**src/hdl/dlmc_pkg.sv**
```systemverilog
// Shared types and constants for the door lock mode controller.
package dlmc_pkg;

  localparam logic [1:0] MODE_LOCKED   = 2'd0;
  localparam logic [1:0] MODE_UNLOCKED = 2'd1;
  localparam logic [1:0] MODE_OPEN     = 2'd2;

  localparam logic [2:0] LED_LOCK   = 3'b001;
  localparam logic [2:0] LED_UNLOCK = 3'b010;
  localparam logic [2:0] LED_OPEN   = 3'b100;
  localparam logic [2:0] LED_ALL    = 3'b111;

  localparam logic [7:0] CHAR_LOWER_R = 8'h72;
  localparam logic [7:0] CHAR_LOWER_Y = 8'h79;
  localparam logic [7:0] CHAR_LOWER_G = 8'h67;
  localparam logic [7:0] CHAR_UPPER_R = 8'h52;
  localparam logic [7:0] CHAR_UPPER_Y = 8'h59;
  localparam logic [7:0] CHAR_UPPER_G = 8'h47;
  localparam logic [7:0] CHAR_UPPER_E = 8'h45;
  localparam logic [7:0] CHAR_NONE    = 8'h00;

  localparam logic CFG_TIMEOUT_LIMIT    = 1'b0;
  localparam logic CFG_LED_PULSE_PERIOD = 1'b1;

  localparam logic [15:0] TIMEOUT_LIMIT_RESET    = 16'hFFFF;
  localparam logic [7:0]  LED_PULSE_PERIOD_RESET = 8'd20;

  typedef struct packed {
    logic       rx_valid;
    logic [7:0] rx_byte;
    logic       tick;
    logic       emergency;
    logic       key_lock;
    logic       key_unlock;
    logic       key_open;
  } in_item_t;

  typedef struct packed {
    logic [1:0] mode;
    logic       bolt;
    logic       latch_release;
    logic       led_lock;
    logic       led_unlock;
    logic       led_open;
    logic       timeout_report;
    logic       local_report_valid;
    logic [7:0] local_report_char;
  } out_item_t;

  // Outcome of the request chain for one poll cycle
  typedef struct packed {
    logic [1:0] mode;
    logic       timeout_report;
    logic       local_report_valid;
    logic [7:0] local_report_char;
  } mode_status_t;

  function automatic logic [2:0] mode_led(input logic [1:0] m);
    logic [2:0] led;
    case (m)
      MODE_LOCKED:   led = LED_LOCK;
      MODE_UNLOCKED: led = LED_UNLOCK;
      default:       led = LED_OPEN;
    endcase
    return led;
  endfunction

endpackage

```
**src/hdl/dlmc_mode_logic.sv**
```systemverilog
// Next-state logic for the lock mode, inactivity counter and reports.
module dlmc_mode_logic import dlmc_pkg::*; #(
  parameter int COUNT_WIDTH = 16
) (
  input  in_item_t               item,
  input  logic [1:0]             mode,
  input  logic [COUNT_WIDTH-1:0] idle_count,
  input  logic [15:0]            timeout_limit,
  output mode_status_t           status,
  output logic [COUNT_WIDTH-1:0] idle_count_next
);

  localparam int CW = (COUNT_WIDTH + 1 > 17) ? COUNT_WIDTH + 1 : 17;

  logic             cmd_hit;
  logic [1:0]       cmd_mode;
  logic [1:0]       mode_cmd;
  logic [CW-1:0]    idle_inc;
  logic             timeout_hit;
  logic [1:0]       mode_tmo;
  logic             local_hit;
  logic [1:0]       local_mode;
  logic [7:0]       local_char;

  always_comb begin
    cmd_hit  = 1'b0;
    cmd_mode = MODE_LOCKED;
    if (item.rx_valid) begin
      case (item.rx_byte)
        CHAR_LOWER_R: begin
          cmd_hit  = 1'b1;
          cmd_mode = MODE_LOCKED;
        end
        CHAR_LOWER_Y: begin
          cmd_hit  = 1'b1;
          cmd_mode = MODE_UNLOCKED;
        end
        CHAR_LOWER_G: begin
          cmd_hit  = 1'b1;
          cmd_mode = MODE_OPEN;
        end
        default: cmd_hit = 1'b0;
      endcase
    end
  end

  assign mode_cmd = cmd_hit ? cmd_mode : mode;

  // A valid command clears the counter before the tick is counted
  assign idle_inc = (cmd_hit ? CW'(0) : CW'(idle_count)) + CW'(1);
  assign timeout_hit = item.tick &&
                       ((idle_inc >= CW'(timeout_limit)) || idle_inc[COUNT_WIDTH]);
  assign mode_tmo = timeout_hit ? MODE_LOCKED : mode_cmd;

  // Emergency first, then keys green, yellow, red
  always_comb begin
    local_hit  = 1'b1;
    local_mode = MODE_OPEN;
    local_char = CHAR_UPPER_E;
    if (item.emergency) begin
      local_mode = MODE_OPEN;
      local_char = CHAR_UPPER_E;
    end else if (item.key_open) begin
      local_mode = MODE_OPEN;
      local_char = CHAR_UPPER_G;
    end else if (item.key_unlock) begin
      local_mode = MODE_UNLOCKED;
      local_char = CHAR_UPPER_Y;
    end else if (item.key_lock) begin
      local_mode = MODE_LOCKED;
      local_char = CHAR_UPPER_R;
    end else begin
      local_hit = 1'b0;
    end
  end

  always_comb begin
    status.timeout_report     = timeout_hit && (mode_cmd != MODE_LOCKED);
    status.local_report_valid = local_hit && (local_mode != mode_tmo);
    status.local_report_char  = status.local_report_valid ? local_char : CHAR_NONE;
    status.mode               = local_hit ? local_mode : mode_tmo;
    if (local_hit || timeout_hit) begin
      idle_count_next = '0;
    end else if (item.tick) begin
      idle_count_next = idle_inc[COUNT_WIDTH-1:0];
    end else if (cmd_hit) begin
      idle_count_next = '0;
    end else begin
      idle_count_next = idle_count;
    end
  end

endmodule

```
**src/hdl/dlmc_led_pulse.sv**
```systemverilog
// LED levels and pulse counter for one poll cycle.
module dlmc_led_pulse import dlmc_pkg::*; (
  input  logic [1:0] mode,
  input  logic [7:0] pulse_count,
  input  logic [2:0] led_levels,
  input  logic [7:0] led_pulse_period,
  output logic [7:0] pulse_count_next,
  output logic [2:0] led_levels_next
);

  logic [8:0] pulse_inc;
  logic [2:0] own;
  logic [2:0] others;

  assign pulse_inc        = {1'b0, pulse_count} + 9'd1;
  assign pulse_count_next = (pulse_inc >= {1'b0, led_pulse_period}) ? 8'd0 : pulse_inc[7:0];
  assign own              = mode_led(mode);
  assign others           = LED_ALL & ~own;

  // On a pulse cycle toggle the other two LEDs
  assign led_levels_next = (pulse_count_next != 8'd0) ? own
                         : ((~led_levels & others) | own);

endmodule

```
**src/hdl/door_lock_mode_controller_top.sv**
```systemverilog
// Door lock mode controller: input register, poll-cycle logic and result register.
// The input register takes the item; the result register then loads its poll-cycle result.
// Throughput: one item per cycle; both stages advance together unless the result stalls.
// Reset (rst, synchronous): mode locked, LEDs off, counters cleared,
// timeout_limit 65535, led_pulse_period 20, both stages empty.
module door_lock_mode_controller_top import dlmc_pkg::*; #(
  parameter int COUNT_WIDTH = 16
) (
  input  logic        clk,
  input  logic        rst,
  input  logic        in_valid,
  output logic        in_stall,
  input  in_item_t    in_data,
  output logic        out_valid,
  input  logic        out_stall,
  output out_item_t   out_data,
  input  logic        cfg_valid,
  output logic        cfg_ready,
  input  logic        cfg_index,
  input  logic [15:0] cfg_data
);

  logic                   advance;
  logic                   item_valid;
  in_item_t               item;
  logic [15:0]            timeout_limit;
  logic [7:0]             led_pulse_period;
  logic [1:0]             lock_mode;
  logic [COUNT_WIDTH-1:0] idle_count;
  logic [COUNT_WIDTH-1:0] idle_count_next;
  logic [7:0]             pulse_count;
  logic [7:0]             pulse_count_next;
  logic [2:0]             led_levels;
  logic [2:0]             led_levels_next;
  mode_status_t           status;

  assign advance   = !(out_valid && out_stall);
  assign in_stall  = !advance;
  assign cfg_ready = 1'b1;

  always_ff @(posedge clk) begin
    if (rst) begin
      timeout_limit    <= TIMEOUT_LIMIT_RESET;
      led_pulse_period <= LED_PULSE_PERIOD_RESET;
    end else if (cfg_valid) begin
      case (cfg_index)
        CFG_TIMEOUT_LIMIT:    timeout_limit    <= cfg_data;
        CFG_LED_PULSE_PERIOD: led_pulse_period <= cfg_data[7:0];
        default: ;
      endcase
    end
  end

  // Input register
  always_ff @(posedge clk) begin
    if (rst) begin
      item_valid <= 1'b0;
    end else if (advance) begin
      item_valid <= in_valid;
    end
  end

  always_ff @(posedge clk) begin
    if (advance && in_valid) begin
      item <= in_data;
    end
  end

  dlmc_mode_logic #(
    .COUNT_WIDTH (COUNT_WIDTH)
  ) u_mode (
    .item            (item),
    .mode            (lock_mode),
    .idle_count      (idle_count),
    .timeout_limit   (timeout_limit),
    .status          (status),
    .idle_count_next (idle_count_next)
  );

  dlmc_led_pulse u_led (
    .mode             (status.mode),
    .pulse_count      (pulse_count),
    .led_levels       (led_levels),
    .led_pulse_period (led_pulse_period),
    .pulse_count_next (pulse_count_next),
    .led_levels_next  (led_levels_next)
  );

  always_ff @(posedge clk) begin
    if (rst) begin
      lock_mode   <= MODE_LOCKED;
      idle_count  <= '0;
      pulse_count <= 8'd0;
      led_levels  <= 3'b000;
      out_valid   <= 1'b0;
    end else if (advance) begin
      out_valid <= item_valid;
      if (item_valid) begin
        lock_mode   <= status.mode;
        idle_count  <= idle_count_next;
        pulse_count <= pulse_count_next;
        led_levels  <= led_levels_next;
      end
    end
  end

  // Result register
  always_ff @(posedge clk) begin
    if (advance && item_valid) begin
      out_data.mode               <= status.mode;
      out_data.bolt               <= (status.mode == MODE_LOCKED);
      out_data.latch_release      <= (status.mode == MODE_OPEN);
      out_data.led_lock           <= led_levels_next[0];
      out_data.led_unlock         <= led_levels_next[1];
      out_data.led_open           <= led_levels_next[2];
      out_data.timeout_report     <= status.timeout_report;
      out_data.local_report_valid <= status.local_report_valid;
      out_data.local_report_char  <= status.local_report_char;
    end
  end

  a_bolt_follows_mode: assert property (@(posedge clk) disable iff (rst)
    out_valid |-> (out_data.bolt == (out_data.mode == MODE_LOCKED)) &&
                  (out_data.latch_release == (out_data.mode == MODE_OPEN)))
    else $error("actuator drive does not follow mode");

  a_mode_code: assert property (@(posedge clk) disable iff (rst)
    lock_mode != 2'd3)
    else $error("lock mode holds an unused code");

  a_timeout_locks: assert property (@(posedge clk) disable iff (rst)
    (out_valid && out_data.timeout_report && !out_data.local_report_valid) |->
    out_data.mode == MODE_LOCKED)
    else $error("timeout report without locked mode");

  a_mode_led_lit: assert property (@(posedge clk) disable iff (rst)
    out_valid |-> ({out_data.led_open, out_data.led_unlock, out_data.led_lock} &
                   mode_led(out_data.mode)) != 3'b000)
    else $error("LED of the current mode is not lit");

  a_state_holds: assert property (@(posedge clk) disable iff (rst)
    !advance |=> $stable(lock_mode) && $stable(pulse_count))
    else $error("state advanced while the result stalled");

endmodule
```
**config.mk**
```make
export PLATFORM = sky130hd
export DESIGN_NAME = door_lock_mode_controller_top
export DESIGN_NICKNAME = d
export VERILOG_FILES = /design/src/hdl/dlmc_pkg.sv /design/src/hdl/dlmc_mode_logic.sv /design/src/hdl/dlmc_led_pulse.sv /design/src/hdl/door_lock_mode_controller_top.sv
export SDC_FILE = /design/constraint.sdc
export NUM_CORES = 1
export LEC_CHECK = 0
export BUFFER_PORTS_ARGS = -buffer_cell sky130_fd_sc_hd__buf_2
export CAP_MARGIN = 25
export CORE_MARGIN = 2
export CORE_UTILIZATION = 62
export CTS_BUF_LIST = sky130_fd_sc_hd__clkbuf_4 sky130_fd_sc_hd__clkbuf_8 sky130_fd_sc_hd__clkbuf_16
export CTS_CLUSTER_SIZE = 20
export DETAILED_ROUTE_END_ITERATION = 10
export PLACE_DENSITY = 0.85
export SYNTH_ARGS = -nofsm -noshare
export SYNTH_HDL_FRONTEND = slang
export SYNTH_SLANG_ARGS = --single-unit
```
**constraint.sdc**
```tcl
create_clock -name clk -period 7.4 [get_ports clk]
set_clock_uncertainty 0.15 [all_clocks]
set_input_delay 0.74 -clock clk [delete_from_list [all_inputs] [get_ports clk]]
set_output_delay 0.74 -clock clk [all_outputs]
set_load 0.02 [all_outputs]
```
==> metrics.txt, run 1 <==
Clock Pin Slew Worst Setup and Hold Paths 90 ps; worst-path cell chain and3b_1 -> o211ai_1 -> nor2b_1 -> nand2_1 -> inv_1 -> ha_1 -> and2_1 -> and4_1 -> nand2_1 -> xor2_1 -> nor2_1 -> ha_1 -> a211o_1 -> o211ai_1 -> a21oi_1 -> o311a_1 -> or2_1 -> nor4_4 -> a22o_2; detailed-route vias per instance 5.70; initial antenna violation count 0; # IOs 56; Layout area overhead 12.0%; layout cells sized above 1 17.2%; CTS tree yes; Worst Setup SP item[5]$_DFFE_PP_; post-synth cell types 58; Largest stage delay, worst path 810 ps; die area 7680 sq um; FP Rows 30; top post-synthesis cells by area dfxtp_1 (25%), edfxtp_1 (20%), ha_1 (7.5%), nand2_1 (4.1%), nor2_1 (4.0%); Critical Path Fanout Max 16; slowest CP cell nor4_4; Leakage 2.19 nW; setup bufs post-CTS 0; Core ar. 6790 sq um; Mean Syn Cell Area 9.47 sq um; top post-synthesis cells by count dfxtp_1 (55), nand2_1 (47), nor2_1 (46), inv_1 (30), edfxtp_1 (29); post-synthesis register bit count 84; P per Cell Area 191 nW/um^2; hold crit path type reg2reg; GR Overflow Total 0; H-tree depth 3; top-area cell type share of the netlist area 25.4%; drt first pass iters 5; final setup TNS 0 ps; Highest Clock Rate 186 MHz; post-layout util 71.5%; Routed wire per std cell 14.6 um; initial DRC count 149; Tmin final 5380 ps; register area share after synthesis 45.5%; Slew HR 41.1%; crit share post-route 72.7%; CP Data Required Time 7550 ps; count leader, synth dfxtp_1; Hold WS 317 ps; Vias 3437; Initial Utilization 63.8%; Die Wd 87.6 um; Yosys top cell by area dfxtp_1; die height 87.6 um; ys flop type dfxtp_1; PortBufs 52; ys async rst share 0%; Worst Setup End Kind flop; status completed; CTS-repair resized insts 0; Fillers 510; Post-synth EDFFs 29; CP Launch Type flop; actual slew at the worst max-slew pin 877 ps; clk_lat worst skew 360 ps; peak supply drop 0.000126 V; cell family with most CP delay simple AND/OR/NAND/NOR gates; vias in the first global route 3172; pin count of the biggest net entering global routing 43; Syn Inst Count 458; critical path data arrival time 5530 ps; worst r2r src item[5]$_DFFE_PP_; Synth Warn # 0; final setup fails 0; Routed Wire Length 8830 um; global-route usage over all layers 23.8%; clock sinks 84; Slew Viols, Final 0; Mapped Area 4340 sq um; drc violations 0; ANT nets after route 0; CTS Buf Count 9; routability cong. 0.907; first-pass GRT wire length 14400 um; ANT cells 0; Hold Startpoint led_pulse_period[0]$_SDFFE_PP0P_; CTS Buffer Depth 2; critical path class reg2reg; hold-fix buffer count after cts 0; Root Buffer clkbuf_8; number of max-cap violations 0; unrepaired setup endpoints after global routing no; nets 564; Buf+Inv Stages, Crit Path 1; Post-DP HPWL 6280 um; Fin. Hold Viols 0
through the flow:
step	std cells	cell area (sq um)	worst slack [ps]	power, mW
after floorplan	459	4340	2980	0.578
after global placement	584	4610	2440	0.602
after detailed placement	585	4620	2140	0.606
after CTS	601	4820	2090	0.926
after global routing	603	4860	1680	0.958
final	603	4860	2020	0.926
logic make-up (layout without fill, tap and decap cells):
logic type,count (synthesis),count (layout),synth area share [%]
AOI/OAI and AO/OA,99,99,16.9
and+or+nand+nor,173,173,20.5
buffers and inverters,53,101,5.22
DFF,84,84,45.5
xor gates and xnor gates,21,21,4.24
other,2,3,0.173
adders and majority gates,26,26,7.50
flip-flops by register name, indices dropped and copies added (netlist names):
name and flops:
idle_count 16, timeout_limit 16, out_data 15, item 14, led_pulse_period 8, pulse_count 8
led_levels 3, lock_mode 2, item_valid 1, out_valid 1
cell type report:
type                    instances  area (sq um)  area share (%)
clock buffers                  11           163            3.35
repair buffers                 55           307            6.31
flip-flops and latches         84          1970            40.6
well taps                      96           120            2.47
clock inverters                 5          38.8           0.799
multi-input cells             322          2140            44.1
inverters                      30           113            2.32
cell usage in the layout, fill, tap and decap left out, types with 5 or more instances in the layout:
cell type	instances
buf_2	52
a22o_2	10
nand2_1	47
nor4_1	5
nand3_1	10
edfxtp_1	29
clkbuf_8	10
nand2b_1	6
inv_1	30
o21ai_0	8
a21oi_1	27
a211o_1	17
nor2_1	46
and3_1	9
ha_1	26
nor3_1	6
o21a_1	5
and4_1	6
xnor2_1	10
nor2b_1	6
a22o_1	6
dfxtp_1	55
xor2_1	11
report_power, final:
group          switching [mW]  total (mW)  internal (mW)  leakage [nW]
logic                  0.0555      0.0906         0.0352          1.37
clock network           0.173       0.327          0.154        0.0980
registers              0.0101       0.509          0.499         0.725
per-layer routing:
metal  part of all wire, %  global-route usage [%]
met2                    49                    39.3
met1                    45                    30.7
met4                   1.0                    6.85
met3                   5.0                    6.79
met5                     0                       0
worst paths after layout:
| check | endpoint | slack (ps) | cells past startpoint |
|---|---|---|---|
| max | idle_count[6]$_SDFFE_PP0P_ | 2020 | 19 |
| min | led_pulse_period[0]$_SDFFE_PP0P_ | 320 | 2 |
| max reg2reg | idle_count[6]$_SDFFE_PP0P_ | 2020 | 19 |
| min reg2reg | led_pulse_period[0]$_SDFFE_PP0P_ | 320 | 2 |
worst register-to-register path, stage by stage, from the launching register on:
cell and delay (ps):
edfxtp_1 440, and3b_1 240, o211ai_1 300, nor2b_1 340, nand2_1 110, inv_1 90, ha_1 180, and2_1 200
and4_1 300, nand2_1 90, xor2_1 140, nor2_1 140, ha_1 270, a211o_1 300, o211ai_1 90, a21oi_1 100
o311a_1 400, or2_1 370, nor4_4 810, a22o_2 260
Note: power is estimated with default switching activity, not from simulation.
==> run 2, diff against run 1 <==
Settings changed: ABC_AREA set to 1, CORE_UTILIZATION 62 to 53, PLACE_DENSITY 0.85 to 0.77.
Clock period 7.4 ns to 4.57 ns, I/O delays scaled along.
==> metrics.txt, run 2 <==
status completed; Slew Viols, Final 0; Root Buffer clkbuf_8; worst r2r src item[6]$_DFFE_PP_; hold-fix buffer count after cts 0; H-tree depth 3; Mean Syn Cell Area 8.22 sq um; Yosys top cell by area dfxtp_1; flop2flop setup slack 490 ps; ys flop type dfxtp_1; Fillers 733; detailed-route vias per instance 5.18; Layout area overhead 12.0%; Synth Warn # 0; Post-DP HPWL 6600 um; Highest Clock Rate 245 MHz; post-synthesis register bit count 84; GR Overflow Total 0; Critical Path Fanout Max 9; slowest CP cell edfxtp_1; # IOs 56; final instance area 5090 sq um; fin cells 714; Clock Pin Slew Worst Setup and Hold Paths 90 ps; initial DRC count 232; actual slew at the worst max-slew pin 959 ps; post-synth cell types 47; Min-Delay Path Depth 1; ANT nets after route 0; crit share post-route 89.2%; hold crit path type in2reg; global-route usage over all layers 20.2%; FP Rows 33; Vias 3702; Hold Startpoint in_data[1]; drt first pass iters 5; WHS Endpoint item[1]$_DFFE_PP_; Post-synth EDFFs 29; vias in the first global route 3514; most used routing layer met2; Fin. Hold Viols 0; Placement Cell Area 4850 sq um; critical path data arrival time 4060 ps; Routed Wire Length 9070 um; ANT cells 0; Worst Setup End Kind flop; register area share after synthesis 43.4%; layout cells sized above 1 18.6%; top post-synthesis cells by area dfxtp_1 (24%), edfxtp_1 (19%), nand2_1 (9.1%), ha_1 (7.2%), inv_1 (6.9%); biggest regs idle_count (16), timeout_limit (16), out_data (15); Slew HR 36.0%; Largest stage delay, worst path 430 ps; Crit path top cell by count nand2_1; FF-to-FF path depth 30; top post-synthesis cells by count nand2_1 (110), inv_1 (83), dfxtp_1 (55), nor2_1 (44), a21oi_1 (39); Mapped Area 4550 sq um; pin count of the biggest net entering global routing 37; drc violations 0; met3 global-route usage 4.99%; Tmin final 4080 ps; Leakage 2.42 nW; Placed Instances 694; top-area cell type share of the netlist area 24.2%; CP Launch Type flop; Routed wire per std cell 12.7 um; CTS Buffer Depth 2; die area 9330 sq um; clk_lat worst skew 360 ps; most frequent cells in the layout nand2_1 (110), inv_1 (83), dfxtp_1 (55); CTS tree yes; PortBufs 52; P per Cell Area 310 nW/um^2; CTS Buf Count 9; number of max-cap violations 0; final setup fails 0; Die Wd 96.6 um; initial antenna violation count 0; most common cell after layout, fill and taps aside nand2_1; final setup TNS 0 ps; peak supply drop 0.000171 V; Initial Utilization 55.0%; met1 Usage GRT 24.4%; unrepaired setup endpoints after global routing no; ys async rst share 0%; Core ar. 8260 sq um; die height 96.6 um; met2 usage 35.3%; nets 666; worst reg2reg endpoint out_data[8]$_DFFE_PP_; clock sinks 84; first-pass GRT wire length 15700 um; CP Data Required Time 4550 ps; routability cong. 0.881; Syn Inst Count 553; critical path class reg2reg; count leader, synth nand2_1
run 2: power by group:
group	total, mW	switching (mW)	internal (mW)	leakage, nW
clock	0.545	0.288	0.256	0.0992
combinational	0.200	0.129	0.0706	1.59
sequential	0.836	0.0193	0.817	0.728
run 2: worst max-delay path by stage:
stage                     cells after the start  slack [ps]                         to              start
after floorplan                              30         880  out_data[6]$_SDFFCE_PP0P_  item[6]$_DFFE_PP_
after detailed placement                     30         430      out_data[8]$_DFFE_PP_  item[6]$_DFFE_PP_
final                                        30         490      out_data[8]$_DFFE_PP_  item[6]$_DFFE_PP_
after global placement                       30         600  out_data[6]$_SDFFCE_PP0P_  item[6]$_DFFE_PP_
after global routing                         30          90      out_data[8]$_DFFE_PP_  item[9]$_DFFE_PP_
after CTS                                    30         380  out_data[6]$_SDFFCE_PP0P_  item[6]$_DFFE_PP_
run 2: cell families after synthesis:
group                      count (synthesis)  synth area share [%]
adders and majority gates                 26                  7.16
xor gates and xnor gates                  21                  4.05
DFF                                       84                  43.4
other                                      2                 0.165
AOI/OAI and AO/OA                         94                  12.5
buffers and inverters                    108                  9.74
and+or+nand+nor                          218                  23.0
run 2: final cells by class:
cell class	instances	area [sq um]	share of cell area, %
timing repair buffer	57	305	6.00
clock inverter	7	75.1	1.47
multi-input combinational	362	2140	42.1
sequential	84	1970	38.7
tap	105	131	2.58
inverter	90	343	6.73
clock buffer	9	124	2.43
run 2: through the flow:
step | hold WS [ps] | util (%) | power [mW] | setup slack, ps
2_1_floorplan | 285 | - | 0.995 | 884
3_5_place_dp | 306 | 58.8 | 1.05 | 431
5_1_grt | 84.3 | 61.7 | 1.66 | 87.4
3_3_place_gp | 297 | 58.8 | 1.04 | 603
6_report | 109 | 61.7 | 1.58 | 493
4_1_cts | 91.0 | 61.2 | 1.59 | 379
run 2: critical path: cells and delay by family, from the launching register on:
| kind | cells | cell delay, ps |
|---|---|---|
| and+or+nand+nor | 20 | 1890 |
| xor gates and xnor gates | 2 | 380 |
| AOI/OAI and AO/OA | 2 | 240 |
| adders and majority gates | 2 | 510 |
| DFF | 1 | 430 |
| buffers and inverters | 4 | 230 |
run 2: layer usage:
layer / part of all wire [%] / up-vias
met2: 51 / 87
met1: 43 / 1700
met5: 0 / -
met3: 4.2 / 16
li1: - / 1899
met4: 1.6 / 0
run 2: timing repair:
| item | CTS | global route |
|---|---|---|
| gates resized for setup | 0 | 1 |
| setup buffers | 0 | 3 |
| setup endpoints to repair | 0 | 6 |
